File: config.mk
export PLATFORM = sky130hd
export DESIGN_NAME = paired_read_pair_classifier_flat
export DESIGN_NICKNAME = d
export VERILOG_FILES = /design/src/rtl/prpc_pkg.sv /design/src/rtl/prpc_if.sv /design/src/rtl/paired_read_pair_classifier.sv /design/src/flat_wrapper.sv
export SDC_FILE = /design/constraint.sdc
export NUM_CORES = 1
export LEC_CHECK = 0
export ABC_AREA = 1
export BUFFER_PORTS_ARGS = -buffer_cell sky130_fd_sc_hd__buf_2
export CORE_UTILIZATION = 55
export CTS_CLUSTER_SIZE = 12
export DETAILED_ROUTE_END_ITERATION = 10
export GPL_TIMING_DRIVEN = 0
export PLACE_DENSITY = 0.76
export SYNTH_ARGS = -nofsm -noshare
export SYNTH_HDL_FRONTEND = slang
export SYNTH_SLANG_ARGS = --single-unit
File: constraint.sdc
create_clock -name clock -period 7.2 [get_ports clock]
set_clock_uncertainty 0.05 [all_clocks]
set_input_delay 0.36 -clock clock [delete_from_list [all_inputs] [get_ports clock]]
set_output_delay 0.36 -clock clock [all_outputs]
set_load 0.05 [all_outputs]
File: src/rtl/prpc_pkg.sv
`timescale 1ns / 1ps
// ---------------------------------------------------------------------------
// Paired read pair classifier package
// Shared widths, register codes, class codes and reset values.
// ---------------------------------------------------------------------------
package prpc_pkg;

   localparam int OFFSET_BITS_DEFAULT = 36;
   localparam int LENGTH_BITS_DEFAULT = 16;

   localparam int CSR_INDEX_BITS = 3;
   localparam int CSR_DATA_BITS  = 20;
   localparam int FRAG_BITS      = 20;
   localparam int CLASS_BITS     = 3;

   typedef enum logic [CSR_INDEX_BITS-1:0] {
      CSR_ORIENTATION_POLICY = 3'd0,
      CSR_MAX_FRAGMENT       = 3'd1,
      CSR_MIN_FRAGMENT       = 3'd2,
      CSR_EXPAND_TO_FIT      = 3'd3,
      CSR_OVERLAP_ALLOWED    = 3'd4,
      CSR_CONTAIN_ALLOWED    = 3'd5,
      CSR_DOVETAIL_ALLOWED   = 3'd6
   } csr_index_type;

   typedef enum logic [1:0] {
      POLICY_FF = 2'd0,
      POLICY_RR = 2'd1,
      POLICY_FR = 2'd2,
      POLICY_RF = 2'd3
   } policy_type;

   typedef enum logic [CLASS_BITS-1:0] {
      CLASS_NORMAL     = 3'd0,
      CLASS_OVERLAP    = 3'd1,
      CLASS_CONTAIN    = 3'd2,
      CLASS_DOVETAIL   = 3'd3,
      CLASS_DISCORDANT = 3'd4
   } pair_class_type;

   localparam policy_type       RESET_POLICY   = POLICY_FR;
   localparam logic [FRAG_BITS-1:0] RESET_MAX_FRAGMENT = 20'd500;
   localparam logic [FRAG_BITS-1:0] RESET_MIN_FRAGMENT = 20'd0;
   localparam logic RESET_EXPAND_TO_FIT    = 1'b1;
   localparam logic RESET_OVERLAP_ALLOWED  = 1'b1;
   localparam logic RESET_CONTAIN_ALLOWED  = 1'b1;
   localparam logic RESET_DOVETAIL_ALLOWED = 1'b0;

endpackage

File: src/rtl/prpc_if.sv
`timescale 1ns / 1ps
// ---------------------------------------------------------------------------
// Paired read pair classifier channels
// Valid/ready channels for alignment pairs, classes and register writes.
// ---------------------------------------------------------------------------
interface prpc_req_if #(
   parameter int OFFSET_BITS = prpc_pkg::OFFSET_BITS_DEFAULT,
   parameter int LENGTH_BITS = prpc_pkg::LENGTH_BITS_DEFAULT
);
   logic                          valid;
   logic                          ready;
   logic signed [OFFSET_BITS-1:0] first_offset;
   logic        [LENGTH_BITS-1:0] first_length;
   logic                          first_forward;
   logic signed [OFFSET_BITS-1:0] second_offset;
   logic        [LENGTH_BITS-1:0] second_length;
   logic                          second_forward;

   modport source (output valid, first_offset, first_length, first_forward,
                   second_offset, second_length, second_forward,
                   input ready);
   modport sink (input valid, first_offset, first_length, first_forward,
                 second_offset, second_length, second_forward,
                 output ready);
endinterface

interface prpc_rsp_if;
   logic                              valid;
   logic                              ready;
   logic [prpc_pkg::CLASS_BITS-1:0]   pair_class;

   modport source (output valid, pair_class, input ready);
   modport sink (input valid, pair_class, output ready);
endinterface

interface prpc_csr_if;
   logic                                 valid;
   logic                                 ready;
   logic [prpc_pkg::CSR_INDEX_BITS-1:0]  index;
   logic [prpc_pkg::CSR_DATA_BITS-1:0]   data;

   modport source (output valid, index, data, input ready);
   modport sink (input valid, index, data, output ready);
endinterface

File: src/rtl/paired_read_pair_classifier.sv
`timescale 1ns / 1ps
// ---------------------------------------------------------------------------
// Paired read pair classifier
// Classes one paired-end alignment per transfer as normal, overlap, contain,
// dovetail or discordant.
// ---------------------------------------------------------------------------
// A request transfer is registered in stage one, then in stage two, then in the
// result register, from which the class is offered on the result channel.
// Throughput: one pair per cycle; the three register stages (mate ends,
// ordering compares, fragment extent and class) advance together.
// A stalled result holds the whole pipeline without loss.
// Reset clears the stage valid bits and loads the register defaults.

module paired_read_pair_classifier #(
   parameter int OFFSET_BITS = prpc_pkg::OFFSET_BITS_DEFAULT,
   parameter int LENGTH_BITS = prpc_pkg::LENGTH_BITS_DEFAULT
) (
   input logic        clock,
   input logic        reset,
   prpc_req_if.sink   req_chan,
   prpc_rsp_if.source rsp_chan,
   prpc_csr_if.sink   csr_chan
);

   localparam int EW = ((OFFSET_BITS > LENGTH_BITS + 1) ? OFFSET_BITS : LENGTH_BITS + 1) + 1;
   localparam int MW = (prpc_pkg::FRAG_BITS > LENGTH_BITS) ? prpc_pkg::FRAG_BITS : LENGTH_BITS;
   localparam int CW = (EW > MW) ? EW : MW;

   // Register file.
   prpc_pkg::policy_type               policy_ff;
   logic [prpc_pkg::FRAG_BITS-1:0]     max_fragment_ff;
   logic [prpc_pkg::FRAG_BITS-1:0]     min_fragment_ff;
   logic                               expand_ff;
   logic                               overlap_ok_ff;
   logic                               contain_ok_ff;
   logic                               dovetail_ok_ff;

   logic advance;

   // Stage one.
   logic                 s1_valid_ff;
   logic signed [EW-1:0] s1_off1_ff, s1_off2_ff, s1_end1_ff, s1_end2_ff;
   logic                 s1_bad_ff, s1_one_left_ff;
   logic [MW-1:0]        s1_maxf_ff, s1_minf_ff;
   logic signed [EW-1:0] s1_off1_in, s1_off2_in, s1_end1_in, s1_end2_in;
   logic                 s1_bad_in, s1_one_left_in;
   logic [MW-1:0]        s1_maxf_in, s1_maxf_mid, s1_minf_in;

   // Stage two.
   logic                 s2_valid_ff;
   logic signed [EW-1:0] s2_flo_ff, s2_fhi_ff;
   logic                 s2_bad_ff, s2_contain_ff, s2_olap_ff, s2_order_ff, s2_dove_ff;
   logic [MW-1:0]        s2_maxf_ff, s2_minf_ff;
   logic signed [EW-1:0] s2_flo_in, s2_fhi_in;
   logic                 s2_contain_in, s2_olap_in, s2_order_in, s2_dove_in;
   logic                 lt12, lt21, e_lt12, e_lt21, e1_gt_o2, o1_lt_e2;

   // Stage three, the result register.
   logic                     s3_valid_ff;
   prpc_pkg::pair_class_type s3_class_ff, s3_class_in;
   logic signed [EW:0]       frag_diff;
   logic [CW-1:0]            frag_cmp;
   logic                     frag_bad;

   assign csr_chan.ready = 1'b1;

   always_ff @(posedge clock) begin
      if (reset) begin
         policy_ff       <= prpc_pkg::RESET_POLICY;
         max_fragment_ff <= prpc_pkg::RESET_MAX_FRAGMENT;
         min_fragment_ff <= prpc_pkg::RESET_MIN_FRAGMENT;
         expand_ff       <= prpc_pkg::RESET_EXPAND_TO_FIT;
         overlap_ok_ff   <= prpc_pkg::RESET_OVERLAP_ALLOWED;
         contain_ok_ff   <= prpc_pkg::RESET_CONTAIN_ALLOWED;
         dovetail_ok_ff  <= prpc_pkg::RESET_DOVETAIL_ALLOWED;
      end else if (csr_chan.valid) begin
         case (prpc_pkg::csr_index_type'(csr_chan.index))
            prpc_pkg::CSR_ORIENTATION_POLICY:
               policy_ff <= prpc_pkg::policy_type'(csr_chan.data[1:0]);
            prpc_pkg::CSR_MAX_FRAGMENT:     max_fragment_ff <= csr_chan.data;
            prpc_pkg::CSR_MIN_FRAGMENT:     min_fragment_ff <= csr_chan.data;
            prpc_pkg::CSR_EXPAND_TO_FIT:    expand_ff       <= csr_chan.data[0];
            prpc_pkg::CSR_OVERLAP_ALLOWED:  overlap_ok_ff   <= csr_chan.data[0];
            prpc_pkg::CSR_CONTAIN_ALLOWED:  contain_ok_ff   <= csr_chan.data[0];
            prpc_pkg::CSR_DOVETAIL_ALLOWED: dovetail_ok_ff  <= csr_chan.data[0];
            default: ;
         endcase
      end
   end

   // The whole pipeline moves when the result register is empty or being drained.
   assign advance        = !s3_valid_ff || rsp_chan.ready;
   assign req_chan.ready = advance;

   always_comb begin
      s1_off1_in = EW'(req_chan.first_offset);
      s1_off2_in = EW'(req_chan.second_offset);
      s1_end1_in = s1_off1_in + signed'(EW'(req_chan.first_length));
      s1_end2_in = s1_off2_in + signed'(EW'(req_chan.second_length));
      case (policy_ff)
         prpc_pkg::POLICY_FF,
         prpc_pkg::POLICY_RR: s1_bad_in = req_chan.first_forward != req_chan.second_forward;
         default:             s1_bad_in = req_chan.first_forward == req_chan.second_forward;
      endcase
      case (policy_ff)
         prpc_pkg::POLICY_FF,
         prpc_pkg::POLICY_FR: s1_one_left_in = req_chan.first_forward;
         default:             s1_one_left_in = !req_chan.first_forward;
      endcase
      s1_maxf_mid = MW'(max_fragment_ff);
      if (expand_ff && MW'(req_chan.first_length) > s1_maxf_mid) begin
         s1_maxf_mid = MW'(req_chan.first_length);
      end
      s1_maxf_in = s1_maxf_mid;
      if (expand_ff && MW'(req_chan.second_length) > s1_maxf_mid) begin
         s1_maxf_in = MW'(req_chan.second_length);
      end
      s1_minf_in = (min_fragment_ff == '0) ? MW'(1) : MW'(min_fragment_ff);
   end

   always_comb begin
      lt12     = s1_off1_ff < s1_off2_ff;
      lt21     = s1_off2_ff < s1_off1_ff;
      e_lt12   = s1_end1_ff < s1_end2_ff;
      e_lt21   = s1_end2_ff < s1_end1_ff;
      e1_gt_o2 = s1_end1_ff > s1_off2_ff;
      o1_lt_e2 = s1_off1_ff < s1_end2_ff;
      s2_flo_in     = lt12 ? s1_off1_ff : s1_off2_ff;
      s2_fhi_in     = e_lt21 ? s1_end1_ff : s1_end2_ff;
      s2_contain_in = (!lt12 && !e_lt21) || (!lt21 && !e_lt12);
      s2_olap_in    = (!lt21 && e1_gt_o2) || (o1_lt_e2 && !e_lt12) || s2_contain_in;
      s2_order_in   = s1_one_left_ff ? lt21 : lt12;
      s2_dove_in    = s1_one_left_ff ? (e_lt21 || lt21) : (e_lt12 || lt12);
   end

   always_comb begin
      frag_diff = (EW + 1)'(s2_fhi_ff) - (EW + 1)'(s2_flo_ff);
      frag_cmp  = CW'(frag_diff[EW-1:0]);
      frag_bad  = (frag_cmp > CW'(s2_maxf_ff)) || (frag_cmp < CW'(s2_minf_ff));
      if (s2_bad_ff || frag_bad) begin
         s3_class_in = prpc_pkg::CLASS_DISCORDANT;
      end else if (s2_olap_ff && !overlap_ok_ff) begin
         s3_class_in = prpc_pkg::CLASS_DISCORDANT;
      end else if (!s2_olap_ff && s2_order_ff) begin
         s3_class_in = prpc_pkg::CLASS_DISCORDANT;
      end else if (s2_contain_ff && !contain_ok_ff) begin
         s3_class_in = prpc_pkg::CLASS_DISCORDANT;
      end else if (s2_dove_ff && !dovetail_ok_ff) begin
         s3_class_in = prpc_pkg::CLASS_DISCORDANT;
      end else if (s2_dove_ff) begin
         s3_class_in = prpc_pkg::CLASS_DOVETAIL;
      end else if (s2_contain_ff) begin
         s3_class_in = prpc_pkg::CLASS_CONTAIN;
      end else if (s2_olap_ff) begin
         s3_class_in = prpc_pkg::CLASS_OVERLAP;
      end else begin
         s3_class_in = prpc_pkg::CLASS_NORMAL;
      end
   end

   always_ff @(posedge clock) begin
      if (reset) begin
         s1_valid_ff <= 1'b0;
         s2_valid_ff <= 1'b0;
         s3_valid_ff <= 1'b0;
      end else if (advance) begin
         s1_valid_ff <= req_chan.valid;
         s2_valid_ff <= s1_valid_ff;
         s3_valid_ff <= s2_valid_ff;
      end
   end

   always_ff @(posedge clock) begin
      if (advance) begin
         s1_off1_ff     <= s1_off1_in;
         s1_off2_ff     <= s1_off2_in;
         s1_end1_ff     <= s1_end1_in;
         s1_end2_ff     <= s1_end2_in;
         s1_bad_ff      <= s1_bad_in;
         s1_one_left_ff <= s1_one_left_in;
         s1_maxf_ff     <= s1_maxf_in;
         s1_minf_ff     <= s1_minf_in;
         s2_flo_ff      <= s2_flo_in;
         s2_fhi_ff      <= s2_fhi_in;
         s2_bad_ff      <= s1_bad_ff;
         s2_contain_ff  <= s2_contain_in;
         s2_olap_ff     <= s2_olap_in;
         s2_order_ff    <= s2_order_in;
         s2_dove_ff     <= s2_dove_in;
         s2_maxf_ff     <= s1_maxf_ff;
         s2_minf_ff     <= s1_minf_ff;
         s3_class_ff    <= s3_class_in;
      end
   end

   assign rsp_chan.valid      = s3_valid_ff;
   assign rsp_chan.pair_class = s3_class_ff;

endmodule

File: src/flat_wrapper.sv
// flat-port wrapper written by rule: the top's interface ports become plain ports
module paired_read_pair_classifier_flat 
#(
   parameter int OFFSET_BITS = prpc_pkg::OFFSET_BITS_DEFAULT,
   parameter int LENGTH_BITS = prpc_pkg::LENGTH_BITS_DEFAULT
)
  (clock, reset, req_chan_valid, req_chan_first_offset, req_chan_first_length, req_chan_first_forward, req_chan_second_offset, req_chan_second_length, req_chan_second_forward, req_chan_ready, rsp_chan_valid, rsp_chan_pair_class, rsp_chan_ready, csr_chan_valid, csr_chan_index, csr_chan_data, csr_chan_ready);
  prpc_req_if #(.OFFSET_BITS(OFFSET_BITS), .LENGTH_BITS(LENGTH_BITS)) req_chan_i ();
  prpc_rsp_if rsp_chan_i ();
  prpc_csr_if csr_chan_i ();
  input logic clock;
  input logic reset;
  input wire logic [$bits(req_chan_i.valid)-1:0] req_chan_valid;
  input wire logic [$bits(req_chan_i.first_offset)-1:0] req_chan_first_offset;
  input wire logic [$bits(req_chan_i.first_length)-1:0] req_chan_first_length;
  input wire logic [$bits(req_chan_i.first_forward)-1:0] req_chan_first_forward;
  input wire logic [$bits(req_chan_i.second_offset)-1:0] req_chan_second_offset;
  input wire logic [$bits(req_chan_i.second_length)-1:0] req_chan_second_length;
  input wire logic [$bits(req_chan_i.second_forward)-1:0] req_chan_second_forward;
  output wire logic [$bits(req_chan_i.ready)-1:0] req_chan_ready;
  output wire logic [$bits(rsp_chan_i.valid)-1:0] rsp_chan_valid;
  output wire logic [$bits(rsp_chan_i.pair_class)-1:0] rsp_chan_pair_class;
  input wire logic [$bits(rsp_chan_i.ready)-1:0] rsp_chan_ready;
  input wire logic [$bits(csr_chan_i.valid)-1:0] csr_chan_valid;
  input wire logic [$bits(csr_chan_i.index)-1:0] csr_chan_index;
  input wire logic [$bits(csr_chan_i.data)-1:0] csr_chan_data;
  output wire logic [$bits(csr_chan_i.ready)-1:0] csr_chan_ready;
  assign req_chan_i.valid = req_chan_valid;
  assign req_chan_i.first_offset = req_chan_first_offset;
  assign req_chan_i.first_length = req_chan_first_length;
  assign req_chan_i.first_forward = req_chan_first_forward;
  assign req_chan_i.second_offset = req_chan_second_offset;
  assign req_chan_i.second_length = req_chan_second_length;
  assign req_chan_i.second_forward = req_chan_second_forward;
  assign req_chan_ready = req_chan_i.ready;
  assign rsp_chan_valid = rsp_chan_i.valid;
  assign rsp_chan_pair_class = rsp_chan_i.pair_class;
  assign rsp_chan_i.ready = rsp_chan_ready;
  assign csr_chan_i.valid = csr_chan_valid;
  assign csr_chan_i.index = csr_chan_index;
  assign csr_chan_i.data = csr_chan_data;
  assign csr_chan_ready = csr_chan_i.ready;
  paired_read_pair_classifier #(.OFFSET_BITS(OFFSET_BITS), .LENGTH_BITS(LENGTH_BITS)) u_core (.clock(clock), .reset(reset), .req_chan(req_chan_i), .rsp_chan(rsp_chan_i), .csr_chan(csr_chan_i));
endmodule
==> summary.txt, run 1 <==
Synth
  • Synth Cell Area: 0.02277 sq mm
  • FF+latch count, synth: ~360
  • Seq/Total Area, Yosys: 45.06%
  • Avg Inst Size Synth: 8.954 sq um
  • Synth Warn #: 0
  • Ys flop type: edfxtp_1
  • Post-synth EDFFs: ~300
  • Yosys cell types: 56
  • Top cells by area, synth: edfxtp_1 41%, ha_1 16%, nand2_1 8.2%, inv_1 6.0%, a21oi_1 5.1%
  • Top-area cell type share of the netlist area: slightly above 40%
  • Synth Instances: 2,543
  • Synth cell count leaders: 496 x nand2_1, 362 x inv_1, 309 x edfxtp_1
  • Post-synth ARST share: 0%
  • Most frequent cell after synthesis: nand2_1
  • Syn Nets: 2,965
  • Largest area contributor in the netlist: edfxtp_1

Power and ir drop
  • Worst vdd ir: 0.1937 mV
  • Logic pwr share: 38.9%
  • P_sw: 2.948 mW
  • Switch share: a little under two fifths
  • Total power: about 7.8 mW
  • Pwr/cell area: 296.6 mW/mm^2
  • Clock network fraction of design power: approximately 25%
  • P_leak: 12.12 nW
  • Register share of total power: 35.7%
  • Pint: 4.813 mW

Clock network
  • Post-cts sizing count: 0
  • Clock buffer depth: 3
  • Clock Latency Late Sink: between 0.5 and 0.6 ns
  • CTS Hold Bufs: 62
  • H-tree depth: 2
  • Post-CTS Setup Repair Bufs: 0
  • Clock transition at the registers of the reported paths: approximately 0.060 ns
  • CTS sink count: 358
  • Root buffer cell: clkbuf_16
  • Total CTS buffers: 40
  • CTS tree: built

Setup path
  • Crit. End Element: register
  • Critical path's slowest cell: or4_4
  • R2R Path End: u_core.s1_maxf_ff[14]
  • Startpoint types: register
  • R2r startpoint: u_core.max_fragment_ff[5]
  • Max FO, Critical Path: 10
  • CP max stage delay: 0.56 ns
  • WP data arrival: 4.86 ns
  • Kind of critical path: register to register
  • Critical path's top delay family: compound AO/OA/AOI/OAI gates
  • CP Cell Sequence: inv_1 > ha_1 > a21oi_1 > o21ai_0 > nand2_1 > o211ai_1 > nand2_1 > nand3_1 > nand3_1 > clkbuf_1 > nor2_1 > a21oi_1 > inv_1 > ha_1 > nand2_1 > or4_4 > o21ai_2 > nand2_1 > a21oi_1 > nand3_2 > buf_6 > a21oi_1
  • Crit path buf inv count: 4
  • R2R depth: 22
  • R2R setup slack: 2.56 ns
  • Required time worst endpoint: between 7 and 8 ns

Cells and area
  • Final nets: between 3,000 and 4,000
  • Layout area overhead: 14.92%
  • Share of cells above drive strength 1: 9.433%
  • Post-route cell area: between 0.02 and 0.03 sq mm
  • Final non-filler cell total: around 3,400
  • Number of diodes: 0

Routing
  • DRT Pass-1 Iters: 6
  • Vias per cell: around 5.7
  • ANT nets after route: 0
  • Final WL: 64,680 um
  • Wire length per cell: 19.30 um
  • Remaining DRCs: 0
  • Total vias in the final route: about 19,000
  • Initial DRC count: 1,851

Timing
  • Final Max Tran Viols: 0
  • Final Hold Fails: 0
  • Fmax: 215.6 MHz
  • Worst Tran Pin Value: a little under 0.9 ns
  • Final Cycle Share: 64.42%
  • Final worst path period need: 4.638 ns
  • Setup ws final: between 2 and 3 ns
  • # setup viols final: 0
  • TNS Setup: 0 ns
  • RSZ-0062 raised after global routing: no
  • Slew headroom: between 40% and 50%

Floorplan
  • CORE AREA: 0.04083 sq mm
  • Die height: 205.5 um
  • I/O Pins: 140
  • Chip width: 205.5 um
  • FP Rows: 74
  • Die ar.: 0.04222 sq mm
  • Initial Util: 55.76%

GRT
  • Largest net degree at the start of global routing: 48
  • First-pass GRT wire length: 98,210 um
  • Vias in the first global route: about 18,000
  • GRT Residual Overflow: 0
  • Initial antenna violation count: 3
  • Global Route Usage Sum: 30.90%

Flow run
  • Max cap viols: 0

Hold path
  • Type of the most critical hold path: input pin to register
  • Min-delay src: req_chan_second_offset[33]
  • End of the worst hold path: u_core.s1_off2_ff[33]
  • Hold depth: 1

Placement
  • Placed cell area: 0.02428 sq mm
  • Final HPWL DP: 52,500 um
  • RePlAce Congestion: about 0.96
  • Input/output buffers: 138
  • Place WS: 2.502 ns
  • Placed cells: 3,221

Run status
  • Outcome: complete, no violations
logic make-up (layout without fill, tap and decap cells):
family | after synthesis | after routing | share of synthesized area (%)
DFF | 358 | 358 | 45.06
other | 1 | 1 | 0.01647
adders and majority gates | 288 | 288 | 15.92
buffers and inverters | 419 | 696 | 7.083
xor gates and xnor gates | 90 | 90 | 3.462
and+or+nand+nor | 894 | 894 | 16.66
AOI/OAI and AO/OA | 493 | 493 | 11.79
routing by layer:
layer / up-vias / routed length, um / GRT usage, %
li1: 9177 / - / -
met1: 8899 / 29490 / 45.45
met2: 802 / 28360 / 47.57
met3: 94 / 5389 / 4.498
met4: 0 / 1447 / 7.989
met5: - / 0 / 0
through the flow:
step | util (%) | hold WS (ns)
floorplan | - | 0.3503
global placement | 59.09 | 0.3514
detailed placement | 59.47 | 0.3545
CTS | 64.09 | 0.0006773
global route | 64.09 | 0.002272
finish | 64.09 | 0.01683
how the worst max path moves through the flow:
stage	startpoint	end	slack, ns	depth (start not counted)
finish	u_core.max_fragment_ff[5]	u_core.s1_maxf_ff[14]	2.56	22
global route	u_core.max_fragment_ff[7]	u_core.s1_maxf_ff[13]	2.32	22
detailed placement	req_chan_first_length[7]	u_core.s1_maxf_ff[14]	2.50	22
global placement	rsp_chan_ready	u_core.s1_off2_ff[30]	-0.42	3
CTS	u_core.max_fragment_ff[7]	u_core.s1_maxf_ff[14]	2.68	22
floorplan	u_core.rsp_chan.valid	u_core.rsp_chan.pair_class[0]	0.86	3
worst reg2reg max path, stage by stage, from the launching register on:
cell      delay, ns
dfxtp_1        0.32
inv_1          0.08
ha_1           0.31
a21oi_1        0.13
o21ai_0        0.10
nand2_1        0.07
o211ai_1       0.07
nand2_1        0.06
nand3_1        0.06
nand3_1        0.14
clkbuf_1       0.38
nor2_1         0.07
a21oi_1        0.18
inv_1          0.10
ha_1           0.30
nand2_1        0.08
or4_4          0.56
o21ai_2        0.12
nand2_1        0.06
a21oi_1        0.19
nand3_2        0.18
buf_6          0.19
a21oi_1        0.55
area by class of cell:
cell class	instances	area, sq um
multi-input combinational	1766	10900
tap	532	665.6
timing repair buffer	208	1461
inverter	364	1370
clock inverter	12	100.1
clock buffer	57	1166
sequential	358	10260
buffer	55	246.5
fill	3353	14660
sequential cells by signal (all words and copies together), names as in the netlist, 2 cells and up:
signal and flops:
u_core.s1_end1_ff 37, u_core.s1_end2_ff 37, u_core.s2_fhi_ff 37, u_core.s1_off1_ff 36, u_core.s1_off2_ff 36, u_core.s2_flo_ff 36, u_core.max_fragment_ff 20, u_core.min_fragment_ff 20
u_core.s1_maxf_ff 20, u_core.s1_minf_ff 20, u_core.s2_maxf_ff 20, u_core.s2_minf_ff 20, u_core.rsp_chan.pair_class 3, u_core.policy_ff 2
power by group through the flow:
stage          logic [mW]  registers, mW  clock network (mW)
2_1_floorplan        2.07           2.73                   0
3_3_place_gp         2.82           2.81                   0
3_5_place_dp         2.93           2.81                   0
4_1_cts              2.98           2.77                1.99
5_1_grt              3.40           2.80                2.07
6_report             3.02           2.77                1.97
layout by cell type, fill, tap and decap left out, drive strengths merged, types with 7 or more instances in the layout:
cell type / count
xor2: 60
dlygate4sd3: 62
dfxtp: 49
o21bai: 9
xnor2: 30
nand4: 50
o21ai: 194
a21o: 7
ha: 285
o211ai: 12
nand2: 506
nor2: 205
nand3: 73
inv: 366
edfxtp: 309
nor4: 14
o21a: 12
nor3: 35
clkbuf: 96
a21oi: 236
buf: 161
Power figures use the tool's default switching activity.
==> inputs of run 2 (changes only) <==
==> constraint.sdc (replaced) <==
create_clock -name clock -period 3.8 [get_ports clock]
set_clock_uncertainty 0.05 [all_clocks]
set_input_delay 0.19 -clock clock [delete_from_list [all_inputs] [get_ports clock]]
set_output_delay 0.19 -clock clock [all_outputs]
set_load 0.05 [all_outputs]
==> run 2 against run 1 <==
Effect of this change:
- the flow now finishes with violations (setup timing)
- largest cell class unchanged
- non-clock buffer count rose by 93
- register-to-register slack worse by 3.0 ns
- sequential power grew 90%
- clock power increased by 75%
- setup slack got worse by 3.0 ns
- global-route usage increased by 1.6 points
==> summary.txt, run 2 (synthesis results as in run 1) <==
Run status
  • Outcome: finished, violations left
  • Violated checks: setup timing

Timing
  • Final Hold Fails: 0 (unchanged)
  • Worst Tran Pin Value: 1.114 ns (+0.2414 ns)
  • Final Cycle Share: 110.3% (+46 points)
  • # setup viols final: 16 (+16)
  • Fmax: 238.5 MHz (+11%)
  • Setup ws final: -0.3920 ns (-2.954 ns)
  • RSZ-0062 raised after global routing: yes
  • Final worst path period need: 4.192 ns (-0.4462 ns)
  • Slew headroom: 23.81% (-18 points)
  • Final Max Tran Viols: 0 (unchanged)

Hold path
  • Type of the most critical hold path: input pin to register

Routing
  • Total vias in the final route: 19,740 (+4.0%)
  • Vias per cell: 5.736 (+1.3%)
  • Initial DRC count: 1,852 (+0.054%)
  • DRT Pass-1 Iters: 6 (unchanged)
  • Wire length per cell: 19.83 um (+2.8%)
  • Remaining DRCs: 0 (unchanged)
  • ANT nets after route: 0 (unchanged)
  • Final WL: 68,250 um (+5.5%)

Clock network
  • CTS sink count: 358 (unchanged)
  • Root buffer cell: clkbuf_16
  • Clock Latency Late Sink: 0.56 ns (about the same)
  • Clock transition at the registers of the reported paths: 0.06 ns (about the same)
  • H-tree depth: 2 (unchanged)
  • CTS tree: built
  • Clock buffer depth: 3 (unchanged)
  • Total CTS buffers: 38 (-5.0%)

Floorplan
  • I/O Pins: 140 (unchanged)
  • CORE AREA: 0.04083 sq mm (unchanged)
  • Chip width: 205.5 um (unchanged)
  • Initial Util: 55.76% (unchanged)
  • Die ar.: 0.04222 sq mm (unchanged)
  • FP Rows: 74 (unchanged)
  • Die height: 205.5 um (unchanged)

Flow run
  • Max cap viols: 0 (unchanged)

Setup path
  • Kind of critical path: register to register
  • WP data arrival: 4.44 ns (-0.42 ns)
  • CP max stage delay: 0.34 ns (-0.22 ns)
  • Startpoint types: register
  • Critical path's slowest cell: dfxtp_2
  • Crit. End Element: register
  • Critical path's top delay family: compound AO/OA/AOI/OAI gates
  • Crit path buf inv count: 6 (+2)
  • Most frequent CP cell: nand2_1
  • Max FO, Critical Path: 7 (-3)
  • Required time worst endpoint: 4.05 ns (-3.37 ns)

GRT
  • GRT Residual Overflow: 0 (unchanged)
  • Vias in the first global route: 19,210 (+7.2%)
  • First-pass GRT wire length: 103,300 um (+5.1%)
  • Global Route Usage Sum: 32.45% (+1.6 points)
  • Initial antenna violation count: 6 (+3)
  • Largest net degree at the start of global routing: 47 (-2.1%)

Cells and area
  • Largest regs: u_core.s1_end1_ff x37, u_core.s1_end2_ff x37, u_core.s2_fhi_ff x37
  • Number of diodes: 0 (unchanged)
  • Final non-filler cell total: 3,441 (+2.7%)
  • Final nets: 3,306 (+2.8%)
  • Layout area overhead: 20.88%
  • Leading cell type in the layout, fill and taps excluded: nand2_1
  • Most frequent cells in the layout: 489 x nand2_1, 342 x inv_1, 309 x edfxtp_1
  • # fillers: 3,092 (-7.8%)
  • Share of cells above drive strength 1: 13.44% (+4.0 points)

Power and ir drop
  • Worst vdd ir: 0.3971 mV (+110%)
  • Pwr/cell area: 539.1 mW/mm^2 (+82%)
  • Total power: 14.84 mW (+91%)
  • P_leak: 12.54 nW (+3.5%)

Placement
  • Input/output buffers: 138 (unchanged)
  • RePlAce Congestion: 0.9722 (+1.6%)
  • Final HPWL DP: 52,030 um (-0.91%)
  • Placed cells: 3,220 (-0.031%)
  • Place WS: -0.6738 ns (-3.176 ns)
run 2: metal layers:
metal	vias to the layer above	global-route usage [%]	routed length, um	part of all wire [%]
li1	9344	-	-	-
met1	9180	45.19	28960	42
met2	1009	49.87	30110	44
met3	201	5.749	6431	9.4
met4	4	13.41	2722	4.0
met5	-	0	26	0.038
run 2: cell type report:
cell class | instances | area (sq um) | share of cell area (%)
Multi-Input combinational cell | 1766 | 11460 | 41.63
Clock buffer | 54 | 1031 | 3.746
Sequential cell | 358 | 10270 | 37.33
Inverter | 364 | 1375 | 4.996
Clock inverter | 11 | 107.6 | 0.3909
Timing Repair Buffer | 301 | 2325 | 8.446
Tap cell | 532 | 665.6 | 2.418
Buffer | 55 | 287.8 | 1.046
run 2: stage by stage:
step           hold WS, ns  setup TNS (ns)  area [sq um]  utilization (%)
2_1_floorplan       0.2027         -666.73         22780                -
3_3_place_gp        0.3341        -1097.44         24140            59.12
3_5_place_dp        0.3358          -6.731         24280            59.47
4_1_cts           0.004078         -0.1172         27260            66.77
5_1_grt           0.008201          -6.423         27520            67.41
6_report           0.01985          -5.489         27520            67.41
run 2: worst paths after layout:
check                              from                    end  slack [ns]  cells past startpoint
min reg2reg       u_core.s1_minf_ff[11]  u_core.s2_minf_ff[11]        0.37                      0
min          req_chan_second_length[11]  u_core.s1_maxf_ff[11]        0.02                      3
max reg2reg   u_core.max_fragment_ff[7]   u_core.s1_maxf_ff[2]       -0.39                     25
max           u_core.max_fragment_ff[7]   u_core.s1_maxf_ff[2]       -0.39                     25
run 2: what timing repair did:
| action | CTS | global route |
|---|---|---|
| hold endpoints to repair | 162 | 0 |
| endpoints found under the setup margin | 16 | 19 |
| resized for setup | 90 | 54 |
| gates cloned | 3 | 0 |
| hold buffers | 113 | 0 |
| pin swaps | 18 | 11 |
| setup buffers | 36 | 5 |
run 2: report_power, final:
| part | switching, mW | internal [mW] |
|---|---|---|
| clock | 1.54 | 1.91 |
| sequential | 0.317 | 4.94 |
| combinational | 3.85 | 2.28 |
| total | 5.71 | 9.13 |
run 2: worst min-delay path, cell delays in order:
cell,delay [ns]
buf_2,0.15
nor2_2,0.05
a21oi_1,0.11
==> inputs of run 3 (changes only) <==
==> constraint.sdc (replaced) <==
create_clock -name clock -period 3.8 [get_ports clock]
set_clock_uncertainty 0.05 [all_clocks]
set_input_delay 0.19 -clock clock [delete_from_list [all_inputs] [get_ports clock]]
set_output_delay 0.19 -clock clock [all_outputs]
set_load 0.005 [all_outputs]
==> run 3 against run 2 <==
Effect of this change:
- the run still ends with setup timing left
- final cell count rose by 0.15%
- worst hold slack improved by 0.019 ns
- non-clock buffer count fell by 1
- die area did not move
- sequential cell count did not move
- count of clock-buffer cells in the layout rose by 2
- power rose by 2.4%
- global-route usage fell by 0.44 points
- sequential power barely moved
- routed wire length fell by 0.61%
- fmax rose by 0.28%
==> summary.txt, run 3 (synthesis results as in run 1) <==
Timing
  • Slew headroom: 23.89% (+0.079 points)
  • # setup viols final: 16 (unchanged)
  • Worst Tran Pin Value: 1.113 ns (-0.001149 ns)
  • Final worst path period need: 4.180 ns (-0.01184 ns)
  • RSZ-0062 raised after global routing: yes
  • Final Cycle Share: 110.0% (-0.31 points)
  • Fmax: 239.2 MHz (+0.28%)
  • Final Hold Fails: 0 (unchanged)
  • Final Max Tran Viols: 0 (unchanged)
  • Setup ws final: -0.3802 ns (+0.01184 ns)

Clock network
  • CTS tree: built
  • Root buffer cell: clkbuf_16
  • H-tree depth: 2 (unchanged)
  • Total CTS buffers: 39 (+2.6%)
  • Clock transition at the registers of the reported paths: 0.06 ns (about the same)
  • CTS sink count: 358 (unchanged)
  • Clock Latency Late Sink: 0.56 ns (about the same)
  • Clock buffer depth: 3 (unchanged)

GRT
  • Largest net degree at the start of global routing: 49 (+4.3%)
  • GRT Residual Overflow: 0 (unchanged)
  • GR Layer Usage met2: 49.07% (-0.79 points)
  • Vias in the first global route: 18,830 (-2.0%)
  • First-pass GRT wire length: 102,100 um (-1.1%)
  • Met3 GRT Util: 5.068% (-0.68 points)
  • Grt met1 use: 45.69% (+0.50 points)
  • Initial antenna violation count: 6 (unchanged)
  • GR peak layer: met2
  • Global Route Usage Sum: 32.01% (-0.44 points)

Run status
  • Outcome: finished, violations left
  • Violated checks: setup timing

Cells and area
  • Leading cell type in the layout, fill and taps excluded: nand2_1
  • Multi-input logic area: 0.01151 sq mm (+0.48%)
  • Most frequent cells in the layout: 488 x nand2_1, 343 x inv_1, 309 x edfxtp_1
  • # fillers: 3,108 (+0.52%)
  • Share of cells above drive strength 1: 13.39% (-0.053 points)
  • Fin util: 67.76% (+0.35 points)
  • Storage element area: 0.01026 sq mm (about the same)
  • Final nets: 3,306 (unchanged)
  • Layout area overhead: 21.51%
  • Largest regs: u_core.s1_end1_ff x37, u_core.s1_end2_ff x37, u_core.s2_fhi_ff x37

Setup path
  • R2r startpoint: u_core.max_fragment_ff[13]
  • WP data arrival: 4.54 ns (+0.10 ns)
  • Critical path's slowest cell: dfxtp_1
  • Startpoint types: register
  • Critical path's top delay family: buffers and inverters
  • R2R Path End: u_core.s1_maxf_ff[10]
  • R2R setup slack: -0.38 ns (about the same)
  • CP max stage delay: 0.34 ns (about the same)
  • Crit path buf inv count: 19 (+13)
  • Most frequent CP cell: buf_4
  • Kind of critical path: register to register
  • R2R depth: 27 (+8.0%)
  • Crit. End Element: register
  • Max FO, Critical Path: 6 (-1)
  • Required time worst endpoint: 4.16 ns (+0.11 ns)

Floorplan
  • FP Rows: 74 (unchanged)
  • Die height: 205.5 um (unchanged)
  • CORE AREA: 0.04083 sq mm (unchanged)
  • I/O Pins: 140 (unchanged)
  • Initial Util: 55.76% (unchanged)
  • Die ar.: 0.04222 sq mm (unchanged)
  • Chip width: 205.5 um (unchanged)

Power and ir drop
  • Pwr/cell area: 549.3 mW/mm^2 (+1.9%)
  • P_leak: 12.61 nW (+0.54%)
  • Worst vdd ir: 0.3505 mV (-12%)

Routing
  • Total vias in the final route: 19,780 (+0.21%)
  • Final WL: 67,830 um (-0.61%)
  • Remaining DRCs: 0 (unchanged)
  • DRT Pass-1 Iters: 6 (unchanged)
  • ANT nets after route: 0 (unchanged)
  • Vias per cell: 5.740 (about the same)
  • Initial DRC count: 1,852 (unchanged)
  • Wire length per cell: 19.68 um (-0.76%)

Hold path
  • Min-delay src: req_chan_second_length[6]
  • Type of the most critical hold path: input pin to register
  • Hold depth: 3 (unchanged)
  • End of the worst hold path: u_core.s1_maxf_ff[6]

Placement
  • RePlAce Congestion: 0.9745 (+0.24%)
  • Place WS: -0.7923 ns (-0.1185 ns)
  • Input/output buffers: 138 (unchanged)
  • Final HPWL DP: 51,840 um (-0.36%)

Flow run
  • Max cap viols: 0 (unchanged)
[run 3: cell types whose count changed in the layout (fill, tap and decap cells not counted), sizes merged]
cell	previous run	this run
clkinv	9	11
clkbuf	91	94
diode	0	1
bufinv	0	2
clkinvlp	2	1
buf	206	204
[run 3: worst max-delay path by stage]
| stage | startpoint | end | cells past startpoint |
|---|---|---|---|
| CTS | u_core.max_fragment_ff[7] | u_core.s1_maxf_ff[6] | 21 |
| global route | u_core.max_fragment_ff[13] | u_core.s1_maxf_ff[10] | 27 |
| finish | u_core.max_fragment_ff[13] | u_core.s1_maxf_ff[10] | 27 |
| global placement | u_core.rsp_chan.valid | u_core.s1_off2_ff[30] | 3 |
| detailed placement | u_core.max_fragment_ff[7] | u_core.s1_maxf_ff[13] | 22 |
| floorplan | u_core.rsp_chan.valid | u_core.rsp_chan.pair_class[0] | 3 |
[run 3: where the power goes]
part	total, mW	switching, mW	internal [mW]
Sequential	5.25	0.306	4.95
Clock	3.68	1.54	2.14
Combinational	6.27	3.92	2.35
Total	15.2	5.76	9.44
[run 3: through the flow]
stage          setup TNS, ns  hold WS [ns]  cell area [sq um]  std cells  total power [mW]
2_1_floorplan        -559.90        0.2050              22780       2543             9.092
3_3_place_gp        -1087.71        0.3341              24140       3213             10.66
3_5_place_dp          -7.835        0.3358              24280       3220             10.83
4_1_cts              -0.2457     -0.002552              27350       3439             14.86
5_1_grt               -7.507       0.03321              27670       3446             16.15
6_report              -5.169       0.03858              27670       3446             15.20
[run 3: area by class of cell]
cell class / count / share of cell area (%)
Buffer: 55 / 1.085
Antenna cell: 1 / 0.009045
Clock buffer: 56 / 3.948
Timing Repair Buffer: 300 / 8.398
Clock inverter: 14 / 0.4749
Multi-Input combinational cell: 1766 / 41.62
Inverter: 364 / 4.961
Tap cell: 532 / 2.406
Sequential cell: 358 / 37.10
[run 3: worst register-to-register path: cells and delay by family (launching register included)]
family / cells / cell delay [ns]
adder cells (fa/ha/maj): 1 / 0.28
AO/OA/AOI/OAI: 2 / 0.28
buffers and inverters: 19 / 2.31
AND/OR/NAND/NOR: 5 / 0.79
flip-flops: 1 / 0.34
[run 3: per-layer routing]
metal  up-vias  part of all wire [%]
met4         2                   3.9
met5         -                 0.018
li1       9372                     -
met3       182                   9.7
met2       976                    44
met1      9248                    42
[run 3: repair_timing]
item	4_1_cts	5_1_grt
setup endpoints to repair	17	19
hold endpoints to repair	163	0
pin swaps	18	12
resized for setup	95	53
gates cloned	3	0
hold buffers	113	0
setup buffers	33	7
